[config.mk]
export PLATFORM = sky130hd
export DESIGN_NAME = table_driven_dfa_runner
export DESIGN_NICKNAME = d
export VERILOG_FILES = /design/src/sv/tdfa_pkg.sv /design/src/sv/table_driven_dfa_runner.sv /design/src/sv/tdfa_table.sv
export SDC_FILE = /design/constraint.sdc
export NUM_CORES = 1
export LEC_CHECK = 0
export BUFFER_PORTS_ARGS = -buffer_cell sky130_fd_sc_hd__buf_2
export CORE_ASPECT_RATIO = 1.1
export CORE_MARGIN = 2
export CORE_UTILIZATION = 35
export CTS_CLUSTER_SIZE = 24
export DETAILED_ROUTE_END_ITERATION = 12
export PLACE_DENSITY = 0.5
export REMOVE_ABC_BUFFERS = 1
export SKIP_LAST_GASP = 1
export SYNTH_ARGS = -nofsm -noshare
export SYNTH_HDL_FRONTEND = slang
export SYNTH_HIERARCHICAL = 1
export SYNTH_SLANG_ARGS = --single-unit
export TNS_END_PERCENT = 1
[constraint.sdc]
create_clock -name clk_i -period 10 [get_ports clk_i]
set_input_delay 1 -clock clk_i [delete_from_list [all_inputs] [get_ports clk_i]]
set_output_delay 1 -clock clk_i [all_outputs]
set_load 0.02 [all_outputs]
[src/sv/tdfa_pkg.sv]
// Shared types and constants of the table-driven automaton runner.
// Used by tdfa_table and table_driven_dfa_runner; depends on nothing.

package tdfa_pkg;

  localparam int unsigned STATE_W   = 4;
  localparam int unsigned SYMBOL_W  = 4;
  localparam int unsigned StateSpan = 1 << STATE_W;

  localparam int unsigned STATE_COUNT_DEF  = 16;
  localparam int unsigned SYMBOL_COUNT_DEF = 16;

  typedef enum logic [1:0] {
    KIND_MARK = 2'd0,
    KIND_ADD  = 2'd1,
    KIND_READ = 2'd2,
    KIND_EOW  = 2'd3
  } kind_e;

  typedef enum logic [1:0] {
    ST_IDLE = 2'b01,
    ST_EXEC = 2'b10
  } ctrl_state_e;

  typedef struct packed {
    kind_e               kind;
    logic [STATE_W-1:0]  state_id;
    logic [SYMBOL_W-1:0] symbol;
    logic [STATE_W-1:0]  next_state;
    logic                accept_mark;
  } in_word_t;

  typedef struct packed {
    logic               step_ok;
    logic               accepted;
    logic [STATE_W-1:0] present_state;
    logic               dead;
  } out_word_t;

  typedef struct packed {
    logic               valid;
    logic [STATE_W-1:0] target;
  } tbl_entry_t;

endpackage

[src/sv/table_driven_dfa_runner.sv]
// Top level of the programmable automaton runner: control, marks, state.
// Depends on tdfa_pkg and tdfa_table.
//
// Usage:
//   Input words enter on item_i, taken at a clock edge with start high and
//   busy low. Each word gives one result word on result_o, shown for one
//   cycle with done_o high; the receiver cannot stall it.
//   Timing: the accepting edge moves the control to ST_EXEC, and the edge
//   leaving ST_EXEC registers result_o and done_o. Busy is high in ST_EXEC,
//   so a new word waits until the last word and its table write are done.
//   Configuration: cfg_we_i with cfg_wdata_i writes the initial state; it
//   takes effect at the next end-of-word word.
//   Reset: marks, current state and dead flag clear at once; then a sweep
//   clears the transition memory, one entry a cycle, over all of its
//   STATE_COUNT*SYMBOL_COUNT entries (256 by default), with busy high.
//   Add words never replace a present transition. A symbol word without a
//   transition enters the dead state until the next end-of-word word.

module table_driven_dfa_runner #(
  parameter int unsigned STATE_COUNT  = tdfa_pkg::STATE_COUNT_DEF,
  parameter int unsigned SYMBOL_COUNT = tdfa_pkg::SYMBOL_COUNT_DEF
) (
  input  logic                           clk_i,
  input  logic                           rst_ni,
  input  logic                           start,
  output logic                           busy,
  input  tdfa_pkg::in_word_t             item_i,
  output logic                           done_o,
  output tdfa_pkg::out_word_t            result_o,
  input  logic                           cfg_we_i,
  input  logic [tdfa_pkg::STATE_W-1:0]   cfg_wdata_i
);

  localparam int unsigned TblDepth  = STATE_COUNT * SYMBOL_COUNT;
  localparam int unsigned TblAw     = $clog2(TblDepth);
  localparam int unsigned MarkDepth =
    (STATE_COUNT < tdfa_pkg::StateSpan) ? STATE_COUNT : tdfa_pkg::StateSpan;
  localparam int unsigned MarkAw    = $clog2(MarkDepth);

  tdfa_pkg::ctrl_state_e             state_q, state_d;
  tdfa_pkg::in_word_t                item_q;
  logic [TblAw-1:0]                  addr_q;
  logic                              inrange_q, inrange_d;
  logic [tdfa_pkg::STATE_W-1:0]      init_q;
  logic [tdfa_pkg::STATE_W-1:0]      cur_q, cur_d;
  logic                              dead_q, dead_d;
  logic [MarkDepth-1:0]              marks_q, marks_d;
  logic                              done_q;
  tdfa_pkg::out_word_t               result_q, result_d;

  logic                              accept;
  logic                              clearing;
  logic [tdfa_pkg::STATE_W-1:0]      src_state;
  logic [31:0]                       addr_full;
  logic [TblAw-1:0]                  rd_addr;
  tdfa_pkg::tbl_entry_t              rd_entry;
  logic                              wr_en;
  tdfa_pkg::tbl_entry_t              wr_entry;
  logic                              cur_ok;
  logic                              cur_acc;

  assign busy   = clearing || (state_q != tdfa_pkg::ST_IDLE);
  assign accept = start && !busy;

  assign src_state = (item_i.kind == tdfa_pkg::KIND_ADD) ? item_i.state_id : cur_q;
  assign addr_full = 32'(src_state) * 32'(SYMBOL_COUNT) + 32'(item_i.symbol);
  assign rd_addr   = addr_full[TblAw-1:0];

  always_comb begin
    inrange_d = 1'b0;
    case (item_i.kind)
      tdfa_pkg::KIND_ADD: begin
        inrange_d = (32'(item_i.state_id) < STATE_COUNT) &&
                    (32'(item_i.symbol) < SYMBOL_COUNT) &&
                    (32'(item_i.next_state) < STATE_COUNT);
      end
      tdfa_pkg::KIND_READ: begin
        inrange_d = (32'(cur_q) < STATE_COUNT) && (32'(item_i.symbol) < SYMBOL_COUNT);
      end
      default: begin
        inrange_d = 1'b0;
      end
    endcase
  end

  tdfa_table #(
    .Depth (TblDepth),
    .Aw    (TblAw)
  ) u_table (
    .clk_i      (clk_i),
    .rst_ni     (rst_ni),
    .rd_en_i    (accept),
    .rd_addr_i  (rd_addr),
    .rd_data_o  (rd_entry),
    .wr_en_i    (wr_en),
    .wr_addr_i  (addr_q),
    .wr_data_i  (wr_entry),
    .clearing_o (clearing)
  );

  assign cur_ok  = 32'(cur_q) < STATE_COUNT;
  assign cur_acc = cur_ok && marks_q[cur_q[MarkAw-1:0]];

  always_comb begin
    state_d  = state_q;
    cur_d    = cur_q;
    dead_d   = dead_q;
    marks_d  = marks_q;
    wr_en    = 1'b0;
    wr_entry = '{valid: 1'b1, target: item_q.next_state};
    result_d = '0;
    case (state_q)
      tdfa_pkg::ST_IDLE: begin
        if (accept) begin
          state_d = tdfa_pkg::ST_EXEC;
        end
      end
      tdfa_pkg::ST_EXEC: begin
        state_d = tdfa_pkg::ST_IDLE;
        case (item_q.kind)
          tdfa_pkg::KIND_MARK: begin
            if (item_q.accept_mark && (32'(item_q.state_id) < STATE_COUNT)) begin
              marks_d[item_q.state_id[MarkAw-1:0]] = 1'b1;
            end
          end
          tdfa_pkg::KIND_ADD: begin
            wr_en = inrange_q && !rd_entry.valid;
          end
          tdfa_pkg::KIND_READ: begin
            if (!dead_q) begin
              if (inrange_q && rd_entry.valid) begin
                cur_d            = rd_entry.target;
                result_d.step_ok = 1'b1;
              end else begin
                dead_d = 1'b1;
              end
            end
          end
          default: begin
            result_d.accepted = !dead_q && cur_acc;
            cur_d             = init_q;
            dead_d            = 1'b0;
          end
        endcase
        result_d.present_state = dead_d ? '0 : cur_d;
        result_d.dead          = dead_d;
      end
      default: begin
        state_d = tdfa_pkg::ST_IDLE;
      end
    endcase
  end

  always_ff @(posedge clk_i or negedge rst_ni) begin
    if (!rst_ni) begin
      state_q <= tdfa_pkg::ST_IDLE;
      init_q  <= '0;
      cur_q   <= '0;
      dead_q  <= 1'b0;
      marks_q <= '0;
      done_q  <= 1'b0;
    end else begin
      state_q <= state_d;
      cur_q   <= cur_d;
      dead_q  <= dead_d;
      marks_q <= marks_d;
      done_q  <= (state_q == tdfa_pkg::ST_EXEC);
      if (cfg_we_i) begin
        init_q <= cfg_wdata_i;
      end
    end
  end

  always_ff @(posedge clk_i) begin
    if (accept) begin
      item_q    <= item_i;
      addr_q    <= rd_addr;
      inrange_q <= inrange_d;
    end
    if (state_q == tdfa_pkg::ST_EXEC) begin
      result_q <= result_d;
    end
  end

  assign done_o   = done_q;
  assign result_o = result_q;

`ifndef ASSERT_OFF
  a_accept_done: assert property (@(posedge clk_i) disable iff (!rst_ni)
    accept |-> ##2 done_o)
    else $error("accepted word gave no result two cycles later");

  a_clear_busy: assert property (@(posedge clk_i) disable iff (!rst_ni)
    clearing |-> busy)
    else $error("word could be taken during table clearing");

  a_done_after_exec: assert property (@(posedge clk_i) disable iff (!rst_ni)
    done_o |-> $past(state_q == tdfa_pkg::ST_EXEC))
    else $error("result shown without an executed word");

  a_step_not_dead: assert property (@(posedge clk_i) disable iff (!rst_ni)
    done_o && result_o.step_ok |-> !result_o.dead)
    else $error("successful step reported with dead state");
`endif

endmodule

[src/sv/tdfa_table.sv]
// Transition table memory with a clearing sweep after reset.
// Depends on tdfa_pkg for the entry type.

module tdfa_table #(
  parameter int unsigned Depth = tdfa_pkg::STATE_COUNT_DEF * tdfa_pkg::SYMBOL_COUNT_DEF,
  parameter int unsigned Aw    = $clog2(Depth)
) (
  input  logic                 clk_i,
  input  logic                 rst_ni,
  input  logic                 rd_en_i,
  input  logic [Aw-1:0]        rd_addr_i,
  output tdfa_pkg::tbl_entry_t rd_data_o,
  input  logic                 wr_en_i,
  input  logic [Aw-1:0]        wr_addr_i,
  input  tdfa_pkg::tbl_entry_t wr_data_i,
  output logic                 clearing_o
);

  tdfa_pkg::tbl_entry_t mem_q [Depth];
  tdfa_pkg::tbl_entry_t rd_data_q;
  logic                 clr_act_q;
  logic [Aw-1:0]        clr_ptr_q;

  always_ff @(posedge clk_i or negedge rst_ni) begin
    if (!rst_ni) begin
      clr_act_q <= 1'b1;
      clr_ptr_q <= '0;
    end else if (clr_act_q) begin
      clr_ptr_q <= clr_ptr_q + 1'b1;
      if (clr_ptr_q == Aw'(Depth - 1)) begin
        clr_act_q <= 1'b0;
      end
    end
  end

  always_ff @(posedge clk_i) begin
    if (clr_act_q) begin
      mem_q[clr_ptr_q] <= '0;
    end else if (wr_en_i) begin
      mem_q[wr_addr_i] <= wr_data_i;
    end
  end

  always_ff @(posedge clk_i) begin
    if (rd_en_i) begin
      rd_data_q <= mem_q[rd_addr_i];
    end
  end

  assign rd_data_o  = rd_data_q;
  assign clearing_o = clr_act_q;

endmodule

Yosys cells after proc, flatten, opt, wreduce, memory -nomap -nowiden
Memory sizes are Yosys's and may differ from the RTL's. A register that Yosys moved wholly into a read port is not among the register bits.
Index checks and enable logic that the tools add are counted.
{"block": "word_totals", "register_bits": 64, "ramBits": 1280, "in_bits": 23, "output_inout_bits": 9, "elab_cells": 79, "memories": 1}
{"name": "u_table.mem_q", "words": 256, "width": 5, "rd": 1, "rd_clocked_by_memory_dff": 1, "wr": 1, "line": "tdfa_table.sv:19", "source": "tdfa_pkg::tbl_entry_t mem_q [Depth];"}
{"block": "op_classes", "add_sub_neg": 2, "n_lt_le_gt_ge": 3, "n_eq_ne": 9, "muxes": 28, "bitwise": 2, "reduce_logical": 16}
{"operator": "$mux 1", "n": 17}
{"operator": "$or 16x16->16", "n": 1}
{"operator": "$mux 4", "n": 3}
{"operator": "$lt 4x5->1 const B", "n": 2}
{"operator": "$add 8x1->8 const B", "n": 1}
{"operator": "$add 8x4->8", "n": 1}
{"operator": "$eq 8x8->1 const B", "n": 1}
{"operator": "$mux 8", "n": 1}
{"operator": "$pmux 4 s2", "n": 1}
{"operator": "$eq 2x1->1 const B", "n": 3}
{"operator": "$eq 2x2->1 const B", "n": 3}
{"operator": "$reduce_or 2->1", "n": 3}
{"operator": "$logic_and 1x1->1", "n": 5}
{"operator": "$mux 5", "n": 1}
{"operator": "$reduce_or 5->1", "n": 1}
{"operator": "$bmux 1 s4", "n": 1}
{"operator": "$demux 1 s4", "n": 1}
{"operator": "$ge 4x1->1 const B", "n": 1}
{"operator": "$mux 2", "n": 2}
{"operator": "$logic_not 1->1", "n": 3}
{"operator": "$reduce_and 3->1", "n": 1}
{"operator": "$reduce_or 3->1", "n": 1}
{"operator": "$logic_not 2->1", "n": 1}
{"operator": "$ne 2x1->1 const B", "n": 1}
{"operator": "other kinds (4)", "n": 4}

Logic depth before layout (Yosys ltp)
{"block": "logic_depth", "depth_word": 9, "mapped_depth": 11}

By module
The synthesis kept the hierarchy.
{"module": "tdfa_table", "instances": 1, "cells_per_inst": 2637, "area_per_inst_um2": 51202.9, "seq_area_each_um2": 38813.5}
{"module": "table_driven_dfa_runner", "instances": 1, "cells_per_inst": 150, "area_per_inst_um2": 2193.4, "seq_area_each_um2": 1512.7}

Worst setup path after synthesis
Ideal clock, no wire load.
{"block": "synth_path", "path_kind": "reg2reg", "startpoint": "register item_q[14] (netlist name)", "endpoint": "memory u_table/mem_q[0][0] (netlist name), data pin", "setup_ns": 0.870, "arrival_time_ns": 4.738, "path_slack_ns": 4.392, "stages_incl_launch_ff": 6, "n_path_buf": 2, "period_less_slack_ns": 5.608, "path_cell_list": "edfxtp_1 clkbuf_1 nor4_1 nor2b_1 clkbuf_1 and2_1"}
{"block": "synth_between", "elab_chain_len": 8}
{"item": "start, declared", "line": "table_driven_dfa_runner.sv:41", "source": "tdfa_pkg::in_word_t item_q;"}
{"item": "start signal, assigned", "line": "table_driven_dfa_runner.sv:176", "source": "item_q <= item_i;"}
{"item": "$eq 2x1->1", "line": "table_driven_dfa_runner.sv:120", "source": "case (item_q.kind)"}
{"item": "$mux 1", "line": "table_driven_dfa_runner.sv:120"}
{"item": "$mux 1", "line": "table_driven_dfa_runner.sv:112", "source": "case (state_q)"}
{"item": "via wr_en", "line": "table_driven_dfa_runner.sv:57", "source": "logic wr_en;"}
{"item": "$mux 1", "line": "tdfa_table.sv:39", "source": "end else if (wr_en_i) begin"}
{"item": "$mux 1", "line": "tdfa_table.sv:37", "source": "if (clr_act_q) begin"}
{"item": "$mux 1 (not written as such)", "line": "tdfa_table.sv:40", "source": "mem_q[wr_addr_i] <= wr_data_i;"}
{"item": "$reduce_or 5->1 (no line)"}
{"item": "$mux 5 (no line)"}
{"item": "end, declared", "line": "tdfa_table.sv:19"}
The timed path passes the listed nets, and every way through them passes these cells.

Final worst setup path
{"block": "layout_path", "startpoint": "register item_q[14] (netlist name)", "endpoint": "memory u_table/mem_q[180][0] (netlist name), enable pin"}
{"block": "layout_between", "elab_chain_len": 8, "elab_cells_between_ends": 9}
{"item": "$eq 2x1->1 (*)", "line": "table_driven_dfa_runner.sv:120"}
{"item": "$mux 1 (*)", "line": "table_driven_dfa_runner.sv:120"}
{"item": "$mux 1 (*)", "line": "table_driven_dfa_runner.sv:112"}
{"item": "via wr_en", "line": "table_driven_dfa_runner.sv:57"}
{"item": "$mux 1 (*)", "line": "tdfa_table.sv:39"}
{"item": "$mux 1 (*)", "line": "tdfa_table.sv:37"}
{"item": "$mux 1 (not written as such) (*)", "line": "tdfa_table.sv:40"}
{"item": "$reduce_or 5->1 (no line)"}
{"item": "$mux 8 (no line) / $mux 1 (equally long branches)"}
Mark *: on every way through the listed nets, which the timed path passes. The rest lies on a longest branch.

==> parameters.txt <==
Parameter                              Value

Timing
  Headroom to the max-slew limit    0.0769
  Post-route fraction of the period consumed by the critical path    0.459
  Final setup violation count    0
  Final setup skew    between 0.02 and 0.025 ns
  Hold Slack    just under 0.4 ns
  Number of hold violations in the final report    0
  Tightest Pin Transition    1.35 ns
  Post-layout min period    roughly 4.6 ns
  Highest clock rate    approximately 220 MHz
  Setup repair after global routing missed its margin    no
  TNS Setup    0 ns
  Slew Viols, Final    0

Critical path
  Critical-path cell with the highest stage delay    sky130_fd_sc_hd__nand3_2
  Crit path launch type    register
  Type of the worst setup path    reg -> reg
  Critical-path cell list    nor4_1 -> nand2_1 -> o31ai_1 -> nand3_2 -> nor2_1
  Number of gates on the worst path with buffers counted    5
  Highest net fanout along the worst path    13
  Critical register-to-register path startpoint    item_q[14]
  Launch point of the worst path    item_q[14]
  Depth of the worst register-to-register path    5
  Worst EP arrival    about 5 ns
  Critical path endpoint    u_table/mem_q[180][0]
  Setup slack of the most critical reg-to-reg path    about 5.4 ns
  Reg2Reg Capture Point    u_table/mem_q[180][0]
  Cell class contributing the biggest share of worst-path delay    simple AND/OR/NAND/NOR gates
  Maximum single-stage delay on the critical path    about 1.1 ns
  Sort of element at the end of the critical path    register
  Required time at the endpoint of the critical path    around 10 ns
  Worst Path Buf+Inv    0

Cells and area
  Number of filler cells placed in the layout    13.5k
  Highest-count cells in the layout ignoring fill and taps    sky130_fd_sc_hd__edfxtp_1 (1312), sky130_fd_sc_hd__nor2_1 (286), sky130_fd_sc_hd__mux4_2 (246)
  Final design instance area without fill    about 60000 um2
  Number of nets at the end of the flow    between 2k and 3k
  Area overhead of the layout relative to synthesis    12.4%
  Fraction of final layout cells with drive strength greater than 1    0.193
  Most common library cell in the layout ignoring fill and taps    sky130_fd_sc_hd__edfxtp_1

Floorplan
  Number of placed I/O pins    32
  Number of rows created at floorplan    150
  Core outline area    about 150000 um2
  Vertical die dimension    414 um
  Horizontal extent of the die    between 300 and 400 um
  Effective utilization at floorplan    0.352
  Area of the die    156000 um2

Synthesis
  Synth unique cells    70
  Main synth FF type    sky130_fd_sc_hd__edfxtp_1
  Post-synthesis instance area    about 53000 um2
  Count of warnings emitted by yosys    6
  Share of flip-flops with an asynchronous set or reset    0.0274
  Average footprint of a synthesized cell    roughly 19 um2
  Proportion of synthesized chip area in sequential cells    0.755
  Count of flip-flops with a built-in enable after synthesis    around 1.3k
  Synth Register Bits    approximately 1.3k
  Count of mapped cells out of synthesis    between 2k and 3k

Detailed routing
  Detailed-routing iteration count for the pre-antenna-repair pass    5
  Wire per inst    30.2 um
  Met3 layer wire length in the routed design    just under 10 mm
  Post-detailed-route DRC marker count    0
  Uppermost signal routing layer after detailed routing    met4
  Number of nets with antenna violations after detailed routing    0
  Vias per cell    ~5.6
  Met2 routed WL    around 74 mm
  DRT met1 WL    60.2 mm
  Number of DRC markers in iteration 0    approximately 2.7k
  Routed vias    between 20k and 30k
  Final routed wirelength across all metal layers    between 100 and 150 mm

Place
  Post-detailed-placement half-perimeter wirelength    about 94 mm
  Routability congestion estimate    between 0.8 and 0.9
  Total of buffers placed on input and output ports    31
  Post-detailed-placement cell area    roughly 56000 um2

CTS
  Reg clk slew, reported paths    0.06 ns
  Root Buffer    sky130_fd_sc_hd__clkbuf_16
  Clock network latency to the later pin of the worst-skew pair    ~0.77 ns
  Clock net sink count    ~1.3k
  Buffer count from post-CTS setup fixing    0
  Number of buffers created by CTS    ~140
  Largest buffer count on any clock path    3
  Number of gates given a new drive strength after cts    0
  Htree depth    4
  Hold_buf cts    0
  CTS tree    yes

GRT
  Largest net degree at the start of global routing    approximately 210
  Grt ovf    0
  Antenna violations before repair    5
  Via count of the first global-routing pass    roughly 29k
  GRT Resource Usage Total    0.192
  Global-route wire length before repair    around 210 mm

Power
  Leakage    0.0173 uW
  Pwr dens    approximately 200 nW/um2
  Worst vdd rail ir drop    between 0.00015 and 0.0002 V

Flow run
  Max Cap Viol    0

Worst hold path
  Kind of path behind the tightest hold check    in -> async

Outcome
  Status    finished, final reports clean
layer usage:
| layer | vias up | track usage |
|---|---|---|
| met1 | 14727 | 0.247 |
| met2 | 1010 | 0.323 |
| met4 | 0 | 0.0693 |
| met3 | 208 | 0.0362 |
| li1 | 11512 | - |
| met5 | - | 0 |
state kept, by name (all words and copies together), names as in the netlist, 2 cells and up:
name,flops
addr_q,8
state_q,2
u_table/rd_data_o,5
u_table/clr_ptr_q,8
cur_q,4
u_table/mem_q,1280
item_q,11
result_o,7
marks_q,16
init_q,4
how the worst min path moves through the flow:
stage / endpoint / slack, ns / cells past startpoint
floorplan: marks_q[9] / 0.42 / 1
global placement: marks_q[10] / 0.44 / 1
detailed placement: marks_q[10] / 0.44 / 1
CTS: item_q[3] / 0.34 / 1
global route: item_q[3] / 0.37 / 1
finish: done_o / 0.39 / 1
cell families after synthesis:
| logic type | share of synthesized area |
|---|---|
| and+or+nand+nor | 0.0429 |
| muxes | 0.142 |
| xor gates and xnor gates | 0.00115 |
| DFF | 0.755 |
| adders and majority gates | 0.000469 |
| AOI/OAI and AO/OA | 0.0394 |
| other | 0.0000702 |
| buffers and inverters | 0.0189 |
report_power, final:
part           switching, uW  total [uW]  internal, uW  leakage [uW]
Sequential              41.8        6200          6150        0.0112
Combinational            490         710           220       0.00393
Clock                   2200        5120          2920       0.00219
Yosys cell counts (25+ instances only):
| cell type | number | area [um2] |
|---|---|---|
| sky130_fd_sc_hd__nor2_1 | 287 | 1080 |
| sky130_fd_sc_hd__nand3_1 | 44 | 220 |
| sky130_fd_sc_hd__mux2i_1 | 158 | 1580 |
| sky130_fd_sc_hd__a211oi_1 | 33 | 248 |
| sky130_fd_sc_hd__nor3_1 | 36 | 180 |
| sky130_fd_sc_hd__dfrtp_1 | 35 | 876 |
| sky130_fd_sc_hd__o221ai_1 | 31 | 272 |
| sky130_fd_sc_hd__o22ai_1 | 49 | 307 |
| sky130_fd_sc_hd__clkbuf_1 | 81 | 304 |
| sky130_fd_sc_hd__nand2_1 | 70 | 263 |
| sky130_fd_sc_hd__buf_6 | 25 | 282 |
| sky130_fd_sc_hd__o21ai_0 | 45 | 225 |
| sky130_fd_sc_hd__buf_2 | 32 | 160 |
| sky130_fd_sc_hd__edfxtp_1 | 1312 | 39400 |
| sky130_fd_sc_hd__a21oi_1 | 38 | 190 |
| sky130_fd_sc_hd__mux4_2 | 246 | 5540 |
metrics by stage:
step	setup WS (ns)	utilization	total power (uW)	cells
2_1_floorplan	3.87	-	6630	2623
4_1_cts	5.45	0.396	12200	4932
5_1_grt	5.10	0.396	12400	4933
3_3_place_gp	4.89	0.366	7030	4672
6_report	5.41	0.396	12000	4934
3_5_place_dp	4.85	0.366	7030	4672
layout make-up:
cell class,count,area (um2),share of cell area
timing repair buffer,74,533,0.00888
clock buffer,175,3750,0.0625
clock inverter,85,744,0.0124
multi-input combinational,1262,12200,0.203
tap,1976,2470,0.0412
antenna,1,2.50,0.0000417
sequential,1349,40300,0.672
inverter,12,45.0,0.000750
(Power assumes the default switching activity.)
